## src/rtl/b16vc_pkg.sv

```systemverilog
// ----------------------------------------------------------------------------
// b16vc_pkg
// Shared types, tables and helper functions for the base-16 check character
// block built on the dihedral group D8.
// ----------------------------------------------------------------------------
package b16vc_pkg;

   // ascii codes used by the character mapping
   localparam logic [7:0] CHAR_ZERO    = 8'h30;
   localparam logic [7:0] CHAR_NINE    = 8'h39;
   localparam logic [7:0] CHAR_UPPER_A = 8'h41;
   localparam logic [7:0] CHAR_UPPER_F = 8'h46;
   localparam logic [7:0] CHAR_LOWER_A = 8'h61;
   localparam logic [7:0] CHAR_LOWER_F = 8'h66;
   localparam logic [7:0] CHAR_NONE    = 8'h00;
   localparam logic [3:0] LETTER_BASE  = 4'd10;

   // one input item
   typedef struct packed {
      logic [7:0] symbol;
      logic       begin_string;
      logic       end_string;
      logic [7:0] expected_check;
   } req_type;

   // one result item
   typedef struct packed {
      logic [7:0] check_symbol;
      logic       check_matches;
      logic       bad_symbol_seen;
   } rsp_type;

   // mapping result of one character
   typedef struct packed {
      logic       valid;
      logic [3:0] value;
   } sym_type;

   typedef logic [15:0][3:0]        perm_type;
   typedef logic [15:0][15:0][3:0]  perm_pow_type;

   // base permutation
   localparam perm_type PERM16 = {4'd1, 4'd9, 4'd6, 4'd10, 4'd13, 4'd3, 4'd11, 4'd2,
                                  4'd0, 4'd15, 4'd12, 4'd8, 4'd14, 4'd5, 4'd7, 4'd4};

   // table of the permutation applied n times, built at elaboration
   function automatic perm_pow_type build_perm_pow();
      perm_pow_type tbl;
      logic [3:0]   p;
      for (int n = 0; n < 16; n++) begin
         for (int v = 0; v < 16; v++) begin
            p = v[3:0];
            for (int k = 0; k < n; k++) begin
               p = PERM16[p];
            end
            tbl[n][v] = p;
         end
      end
      return tbl;
   endfunction

   localparam perm_pow_type PERM_POW = build_perm_pow();

   // ascii hex character to value
   function automatic sym_type sym_decode(input logic [7:0] ch);
      sym_type s;
      logic [7:0] d;
      s = '0;
      d = '0;
      if (ch >= CHAR_ZERO && ch <= CHAR_NINE) begin
         d = ch - CHAR_ZERO;
         s.valid = 1'b1;
         s.value = d[3:0];
      end else if (ch >= CHAR_UPPER_A && ch <= CHAR_UPPER_F) begin
         d = ch - CHAR_UPPER_A;
         s.valid = 1'b1;
         s.value = d[3:0] + LETTER_BASE;
      end else if (ch >= CHAR_LOWER_A && ch <= CHAR_LOWER_F) begin
         d = ch - CHAR_LOWER_A;
         s.valid = 1'b1;
         s.value = d[3:0] + LETTER_BASE;
      end
      return s;
   endfunction

   // d8 product: low half rotations, high half reflections
   function automatic logic [3:0] d8_mul(input logic [3:0] x, input logic [3:0] y);
      logic [2:0] r;
      if (!x[3]) begin
         r = x[2:0] + y[2:0];
      end else begin
         r = x[2:0] - y[2:0];
      end
      return {x[3] ^ y[3], r};
   endfunction

   // d8 inverse: rotations negate, reflections are their own inverse
   function automatic logic [3:0] d8_inv(input logic [3:0] c);
      logic [2:0] r;
      r = 3'd0 - c[2:0];
      return c[3] ? c : {1'b0, r};
   endfunction

   // value to uppercase ascii hex
   function automatic logic [7:0] hex_char(input logic [3:0] c);
      logic [7:0] ch;
      if (c < LETTER_BASE) begin
         ch = CHAR_ZERO + {4'd0, c};
      end else begin
         ch = CHAR_UPPER_A + {4'd0, c - LETTER_BASE};
      end
      return ch;
   endfunction

endpackage

```

## src/rtl/base16_verhoeff_check_char.sv

```systemverilog
// ----------------------------------------------------------------------------
// base16_verhoeff_check_char
// Folds a hex string, last character first, into a D8 check value and
// returns the uppercase check character and a compare flag at string end.
// ----------------------------------------------------------------------------
//  channel | direction | handshake          | payload
//  req_    | in        | req_valid/req_stall | req_data (symbol, begin, end, expected)
//  rsp_    | out       | rsp_valid/rsp_stall | rsp_data (check char, match, bad flag)
//
//  one character per cycle sustained unless a stalled result holds back an end
//  character; the result register and its valid bit load as the end character leaves in_ff
//  the permutation power is a 256-entry constant table read in one step
//  reset is synchronous and clears valid bits and the running check state
//  a stalled result only holds back end characters; others keep flowing
// ----------------------------------------------------------------------------
module base16_verhoeff_check_char (
   input  logic               clock,
   input  logic               reset,
   input  logic               req_valid,
   output logic               req_stall,
   input  b16vc_pkg::req_type req_data,
   output logic               rsp_valid,
   input  logic               rsp_stall,
   output b16vc_pkg::rsp_type rsp_data
);
   import b16vc_pkg::*;

   logic       in_vld_ff, in_vld_in;
   req_type    in_ff;
   logic       out_vld_ff, out_vld_in;
   rsp_type    out_ff, out_in;
   logic [3:0] acc_ff, acc_in;
   logic [3:0] pos_ff, pos_in;
   logic       err_ff, err_in;

   logic       in_adv;
   logic       out_free;
   logic [3:0] acc_base, pos_base;
   logic       err_base;
   sym_type    sym;
   logic [3:0] perm_val;
   logic [3:0] check_val;

   // flow control
   assign out_free  = !out_vld_ff || !rsp_stall;
   assign in_adv    = in_vld_ff && (!in_ff.end_string || out_free);
   assign req_stall = in_vld_ff && !in_adv;
   assign in_vld_in = req_valid && !req_stall ? 1'b1 : (in_adv ? 1'b0 : in_vld_ff);

   // running state update
   always_comb begin
      acc_base  = in_ff.begin_string ? 4'd0 : acc_ff;
      pos_base  = in_ff.begin_string ? 4'd0 : pos_ff;
      err_base  = in_ff.begin_string ? 1'b0 : err_ff;
      sym       = sym_decode(in_ff.symbol);
      pos_in    = pos_base + 4'd1;
      perm_val  = PERM_POW[pos_in][sym.value];
      acc_in    = sym.valid ? d8_mul(acc_base, perm_val) : acc_base;
      err_in    = err_base || !sym.valid;
      check_val = d8_inv(acc_in);
   end

   // result formation
   always_comb begin
      out_in.check_symbol    = err_in ? CHAR_NONE : hex_char(check_val);
      out_in.check_matches   = (out_in.check_symbol == in_ff.expected_check);
      out_in.bad_symbol_seen = err_in;
      if (in_adv && in_ff.end_string) begin
         out_vld_in = 1'b1;
      end else if (!rsp_stall) begin
         out_vld_in = 1'b0;
      end else begin
         out_vld_in = out_vld_ff;
      end
   end

   // control and state registers
   always_ff @(posedge clock) begin
      if (reset) begin
         in_vld_ff  <= 1'b0;
         out_vld_ff <= 1'b0;
         acc_ff     <= 4'd0;
         pos_ff     <= 4'd0;
         err_ff     <= 1'b0;
      end else begin
         in_vld_ff  <= in_vld_in;
         out_vld_ff <= out_vld_in;
         if (in_adv) begin
            acc_ff <= acc_in;
            pos_ff <= pos_in;
            err_ff <= err_in;
         end
      end
   end

   // payload registers
   always_ff @(posedge clock) begin
      if (req_valid && !req_stall) begin
         in_ff <= req_data;
      end
      if (in_adv && in_ff.end_string) begin
         out_ff <= out_in;
      end
   end

   assign rsp_valid = out_vld_ff;
   assign rsp_data  = out_ff;

   // a new result only follows an end character leaving the input register
   a_rsp_source: assert property (@(posedge clock) disable iff (reset)
      $rose(out_vld_ff) |-> $past(in_adv && in_ff.end_string))
      else $error("result appeared without an end transfer");

   // begin restarts the position count at one
   a_begin_pos: assert property (@(posedge clock) disable iff (reset)
      in_adv && in_ff.begin_string |=> pos_ff == 4'd1)
      else $error("position not restarted on begin");

   // the check character is zero exactly when a bad character was seen
   a_bad_zero: assert property (@(posedge clock) disable iff (reset)
      out_vld_ff |-> ((out_ff.check_symbol == CHAR_NONE) == out_ff.bad_symbol_seen))
      else $error("check character and bad flag disagree");

   // a held input item keeps its contents
   a_in_hold: assert property (@(posedge clock) disable iff (reset)
      in_vld_ff && !in_adv |=> in_vld_ff && $stable(in_ff))
      else $error("held input item lost or changed");

endmodule
```

## config.mk

```make
export PLATFORM = sky130hd
export DESIGN_NAME = base16_verhoeff_check_char
export DESIGN_NICKNAME = d
export VERILOG_FILES = /design/src/rtl/b16vc_pkg.sv /design/src/rtl/base16_verhoeff_check_char.sv
export SDC_FILE = /design/constraint.sdc
export NUM_CORES = 1
export LEC_CHECK = 0
export BUFFER_PORTS_ARGS = -buffer_cell sky130_fd_sc_hd__buf_2
export CORE_ASPECT_RATIO = 0.6
export CORE_UTILIZATION = 50
export CTS_CLUSTER_DIAMETER = 40
export DETAILED_ROUTE_END_ITERATION = 7
export GPL_ROUTABILITY_DRIVEN = 0
export PLACE_DENSITY = 0.65
export SLEW_MARGIN = 20
export SYNTH_ARGS = -nofsm -noshare
export SYNTH_HDL_FRONTEND = slang
export SYNTH_SLANG_ARGS = --single-unit
```

## constraint.sdc

```tcl
create_clock -name clock -period 17.8 [get_ports clock]
set_input_delay 4.45 -clock clock [delete_from_list [all_inputs] [get_ports clock]]
set_output_delay 4.45 -clock clock [all_outputs]
set_load 0.05 [all_outputs]
```

==> results_dict.tcl, run 1 <==
set metrics [dict create \
    status "finished, violations left" \
    violations "DRC" \
    syn-mean-instance-area_sq_um 7.53 \
    viasPerCell 6.87 \
    wl_microns 13700 \
    final.min_clock_period_ns 9.48 \
    p_leak_uw 0.00182 \
    vias 4744 \
    hp-start "acc_ff[3]$_SDFFE_PP0P_" \
    r2r_setup_slack_ns 9.57 \
    grt_pass1_wl_microns 21300 \
    period_share_pct 53.2 \
    drive_gt1_share_pct 13.6 \
    cp_max_fo 3 \
    grt_pass1_vias 4061 \
    die_x_microns 123 \
    ys_async_sr_fraction_pct 0 \
    first_pass_iters 8 \
    syn_inst 580 \
    skew_ns 0.00562 \
    cts.sinks 38 \
    dp_hpwl_microns 9640 \
    fmax_ghz 0.106 \
    rsz0062_at_grt "no" \
    crit_type "input pin to primary output" \
    dieHeight_microns 74.4 \
    synth_cell_types 77 \
    syn_area_sq_um 4370 \
    powerDensity_nw_per_um2 63.8 \
    ir_drop_uv 49.0 \
    grt-ovfl-total 0 \
    final-hold-violation-count 0 \
    port_buffers 32 \
    worstPathArrival_ns 5.03 \
    wire_per_inst_microns 19.8 \
    postRouteAntennaNets 0 \
    timing.rr.end "rsp_data[1]$_DFFE_PP_" \
    nets 620 \
    h-tree-depth 2 \
    cts_tree "built" \
    fin_hold_ws_ns 0.511 \
    maxUsedRoutingLayer "met4" \
    relSlewSlack_pct 37.3 \
    critPathRequiredTime_ns 13.35 \
    synth_edf_count 27 \
    cts.reportedPaths.clkPinSlew_ns 0.06 \
    ys_seq_elements 38 \
    antennaDiodeCount 0 \
    clock_path_buffers 2 \
    drv_slew 0 \
    num_io_pins 34 \
    drc 2 \
    drt-met1-wl_microns 6390 \
    rr_worst_depth 33 \
    route.met2.wl_microns 5090 \
    dieArea_sq_um 9130 \
    yosys_warnings 0 \
    cp-start-kind "input pin" \
    rr_startpoint "pos_ff[1]$_SDFFE_PP0P_" \
    worstHoldEndpoint "acc_ff[3]$_SDFFE_PP0P_" \
    grt_start_max_net_pins 63 \
    hp-class "register to register" \
    wl_met3_microns 2070 \
    yosysSeqAreaShare_pct 23.6 \
    core_area_sq_um 8160 \
    hold_depth 2 \
    tightest_slew_ns 0.940 \
    synthFlopType "edfxtp_1" \
    cts_made_buffers 5 \
    num_rows 25 \
    cts_resized 0 \
    cts_root_buf "clkbuf_16" \
    cts_hold_buf 0 \
    drt_iter0_drc 835 \
    end_kind "primary output" \
    groute.usage.overall_pct 30.5 \
    finalSetupTns_ns 0 \
    setup_viol 0 \
    clk_latency_ns 0.29 \
    cap_violations 0 \
    start_util_pct 53.5 \
    syn_nets 618 \
    antenna_found_initial 0 \
    syn_to_final_growth_pct 8.68 \
    cts_setup_buffers 0 \
]
## state kept, by name (all words and copies together), names as in the netlist
name       cells
acc_ff         4
err_ff         1
in_ff         18
in_vld_ff      1
pos_ff         4
rsp_data       9
rsp_valid      1
## per-layer routing
metal  track usage [%]  vias up
met5                 0        -
met2              39.1      328
li1                  -     2177
met1              46.7     2207
met3              12.7       32
met4              4.07        0
## report_power, final
part | internal (uW) | switching, uW | total [uW]
Clock | 80.5 | 36.8 | 117
Combinational | 30.4 | 52.8 | 83.2
Sequential | 99.2 | 3.14 | 102
## final cells by class
type                       instances  area (sq um)
fill                             769          3420
multi-input combinational        463          3010
sequential                        38          1030
timing repair buffer              47           273
tap                              108           135
clock buffer                       5           125
inverter                          27           101
clock inverter                     3          68.8
## metrics by stage
step	power (uW)	cell area (sq um)	setup WS, ns	util (%)	instances
final	303	4750	8.32	58.2	691
after global routing	315	4750	8.29	58.2	691
after CTS	301	4750	8.34	58.2	691
after detailed placement	184	4550	8.35	55.8	683
after global placement	182	4550	8.36	55.8	683
after floorplan	164	4370	8.43	-	580
## logic make-up after synthesis
group	Yosys count	share of synthesized area, %
compound gates	206	32.7
mux	19	4.78
flops	38	23.6
buf+inv	79	7.67
simple gates	203	22.8
other cells	1	0.0858
fa+ha+maj	16	4.75
xor+xnor	18	3.61
## worst max-delay path, cell delays in order
cell	delay (ns)
buf_2	0.10
nand4_1	0.12
inv_1	0.09
buf_2	0.26
## Yosys cell counts, types with 6 or more instances
| library cell | instances | area share (%) |
|---|---|---|
| a21oi_1 | 45 | 5.2 |
| mux2i_1 | 13 | 3.0 |
| ha_1 | 15 | 4.3 |
| clkbuf_1 | 31 | 2.7 |
| nand2_1 | 44 | 3.8 |
| dfxtp_1 | 11 | 5.0 |
| a31oi_1 | 9 | 1.3 |
| buf_1 | 11 | 0.95 |
| edfxtp_1 | 27 | 19 |
| nor2_1 | 65 | 5.6 |
| o21ai_0 | 33 | 3.8 |
| nor3_1 | 21 | 2.4 |
| nor3b_1 | 7 | 1.2 |
| inv_1 | 25 | 2.1 |
| nand3_1 | 12 | 1.4 |
| xnor2_1 | 14 | 2.8 |
| a211o_1 | 7 | 1.4 |
| nand2b_1 | 9 | 1.3 |
| nor2b_1 | 10 | 1.4 |
| o211ai_1 | 12 | 2.1 |
| nor4_1 | 6 | 0.86 |
| and2_1 | 6 | 0.86 |
| a211oi_1 | 28 | 4.8 |
## how the worst max path moves through the flow
stage	depth (start not counted)	slack, ns	to	start
floorplan	2	8.43	req_stall	rsp_stall
global placement	4	8.36	req_stall	rsp_stall
detailed placement	4	8.35	req_stall	rsp_stall
CTS	4	8.34	req_stall	rsp_stall
global route	4	8.29	req_stall	rsp_stall
finish	4	8.32	req_stall	rsp_stall
## cell usage in the layout (no fill, tap or decap), types with 14 or more instances in the layout
master	Yosys	final
nor2_1	65	65
nand2_1	44	44
xnor2_1	14	14
buf_4	3	15
buf_2	3	32
ha_1	15	15
a211oi_1	28	28
o21ai_0	33	33
edfxtp_1	27	27
a21oi_1	45	45
nor3_1	21	21
inv_1	25	25
Power figures use the tool's default switching activity.
==> run 2, diff against run 1 <==
Settings changed: ABC_AREA set to 1, PLACE_DENSITY 0.65 to 0.69.
Clock period 17.8 ns to 8.65 ns, I/O delays scaled along.
==> results_dict.tcl, run 2 <==
set metrics [dict create \
    status "complete, no violations" \
    cts_tree "built" \
    net-switching-power_uw 196 \
    worstPathArrival_ns 6.74 \
    ys_async_sr_fraction_pct 0 \
    wire_per_inst_microns 15.0 \
    cts_resized 0 \
    relSlewSlack_pct 24.9 \
    port_buffers 32 \
    synth_most_common_cell "nand2_1" \
    seq_area_sq_um 1030 \
    drc 0 \
    mostFrequentLayoutCell "nand2_1" \
    h-tree-depth 2 \
    viasPerCell 5.52 \
    p_int_uw 427 \
    clk_latency_ns 0.28 \
    cts_root_buf "clkbuf_16" \
    synth_edf_count 27 \
    syn-mean-instance-area_sq_um 6.24 \
    slowest_delay_ns 0.56 \
    switching_share_pct 31.5 \
    critPathMostFrequentCell "nand2_1" \
    final-hold-violation-count 0 \
    cts_setup_buffers 0 \
    clock_path_buffers 2 \
    wl_microns 10800 \
    die_x_microns 114 \
    skew_ns 0.00398 \
    setup_viol 0 \
    grt_pass1_wl_microns 17000 \
    start_util_pct 53.8 \
    synth_top_area_cell "nand2_1" \
    multiInputGateArea_sq_um 2270 \
    end_kind "register" \
    antennaDiodeCount 0 \
    nets 655 \
    synth_top_area_share_pct 22.1 \
    cp_max_fo 17 \
    cap_violations 0 \
    grt_start_max_net_pins 53 \
    critPathRequiredTime_ns 8.70 \
    cts.reportedPaths.clkPinSlew_ns 0.06 \
    dp_hpwl_microns 8190 \
    drt_iter0_drc 639 \
    num_io_pins 34 \
    largest_reg_flops 18 \
    drv_slew 0 \
    p_leak_uw 0.00213 \
    fill_cells 645 \
    synth_cell_types 37 \
    yosys_warnings 0 \
    cts_hold_buf 0 \
    crit_type "register to register" \
    post-route-util_pct 59.1 \
    fmax_ghz 0.149 \
    yosysSeqAreaShare_pct 27.6 \
    postRouteAntennaNets 0 \
    powerDensity_nw_per_um2 152 \
    core_area_sq_um 6940 \
    first_pass_iters 6 \
    power_frac_clock_pct 38.8 \
    final_cell_mix "220 x nand2_1, 72 x inv_1, 67 x nand3_1" \
    synth_area_leaders "nand2_1 22%, edfxtp_1 22%, nand3_1 9.0%, inv_1 7.2%, o21ai_0 6.0%" \
    syn_to_final_growth_pct 9.79 \
    ys_seq_elements 38 \
    rsz0062_at_grt "no" \
    dieArea_sq_um 7830 \
    tightest_slew_ns 1.11 \
    period_share_pct 77.4 \
    grt-ovfl-total 0 \
    vias 3966 \
    num_rows 23 \
    slowest_stage "ha_1" \
    grt_pass1_vias 3369 \
    final.min_clock_period_ns 6.69 \
    cp-start-kind "register" \
    cts.sinks 38 \
    synthFlopType "edfxtp_1" \
    groute.usage.overall_pct 28.8 \
    dieHeight_microns 68.9 \
    antenna_found_initial 0 \
    combPwrFrac_pct 27.5 \
    cts_made_buffers 5 \
    syn_inst 598 \
    drive_gt1_share_pct 12.0 \
    ys_top_cells_by_count "220 x nand2_1, 72 x inv_1, 67 x nand3_1" \
    finalSetupTns_ns 0 \
    r2r_setup_slack_ns 1.96 \
    syn_nets 636 \
    syn_area_sq_um 3730 \
    hp-class "register to register" \
    seqPwrFrac_pct 33.8 \
    regMostFlops "in_ff" \
    ir_drop_uv 109 \
]
==> run 2: changes by cell type in the layout (fill, tap and decap cells not counted), sizes merged, moves of 20 or more <==
| cell | change |
|---|---|
| nand3 | +60 |
| a21oi | -31 |
| nor3 | -20 |
| nor2 | -29 |
| inv | +51 |
| a211oi | -29 |
| nand2 | +188 |
==> run 2: through the flow <==
stage | std cells | setup WS (ns) | hold slack, ns | area, sq um | power [uW]
detailed placement | 710 | 2.12 | 0.488 | 3900 | 378
global placement | 710 | 2.25 | 0.487 | 3900 | 377
finish | 718 | 1.96 | 0.506 | 4100 | 623
floorplan | 598 | 3.17 | 0.465 | 3730 | 342
CTS | 718 | 2.10 | 0.507 | 4100 | 619
global route | 718 | 1.16 | 0.546 | 4100 | 655
==> run 2: kinds of logic (layout without fill, tap and decap cells) <==
logic type / Yosys count / count (layout) / synth area share (%)
xor gates and xnor gates: 5 / 5 / 1.17
and+or+nand+nor: 350 / 350 / 40.7
buffers and inverters: 101 / 121 / 11.7
DFF: 38 / 38 / 27.6
other: 1 / 1 / 0.100
adders and majority gates: 16 / 16 / 5.56
AOI/OAI and AO/OA: 87 / 87 / 13.2
==> run 2: layer usage <==
metal	vias to the layer above	global-route usage (%)	part of all wire, %
li1	1977	-	-
met1	1753	42.6	48
met2	219	35.4	35
met3	15	15.2	16
met4	2	3.45	0.46
met5	-	6.67	0.59
==> run 2: final timing paths <==
check                                          from               endpoint  depth (start not counted)
worst min-delay path            err_ff$_SDFFE_PP0P_    err_ff$_SDFFE_PP0P_                          2
worst max register to register   in_ff[9]$_DFFE_PP_  rsp_data[1]$_DFFE_PP_                         37
worst max-delay path             in_ff[9]$_DFFE_PP_  rsp_data[1]$_DFFE_PP_                         37
worst min register to register  err_ff$_SDFFE_PP0P_    err_ff$_SDFFE_PP0P_                          2
==> run 2: final cells by class <==
class	count	share of cell area [%]
multi-input combinational	459	55.3
sequential	38	25.2
inverter	77	7.11
timing repair buffer	36	4.64
clock buffer	5	3.05
tap	100	3.05
clock inverter	3	1.68
==> run 2: power by group through the flow <==
stage | sequential [uW] | combinational (uW) | clock, uW
after floorplan | 216 | 126 | 0
after global placement | 214 | 163 | 0
after detailed placement | 214 | 164 | 0
after CTS | 210 | 165 | 244
after global routing | 211 | 193 | 251
final | 210 | 171 | 241
==> run 2: critical path, delay by kind of cell (launching register included) <==
family,cells,cell delay [ns]
fa+ha+maj,6,2.25
simple gates,18,1.58
compound gates,8,1.30
buf+inv,5,0.84
flops,1,0.47
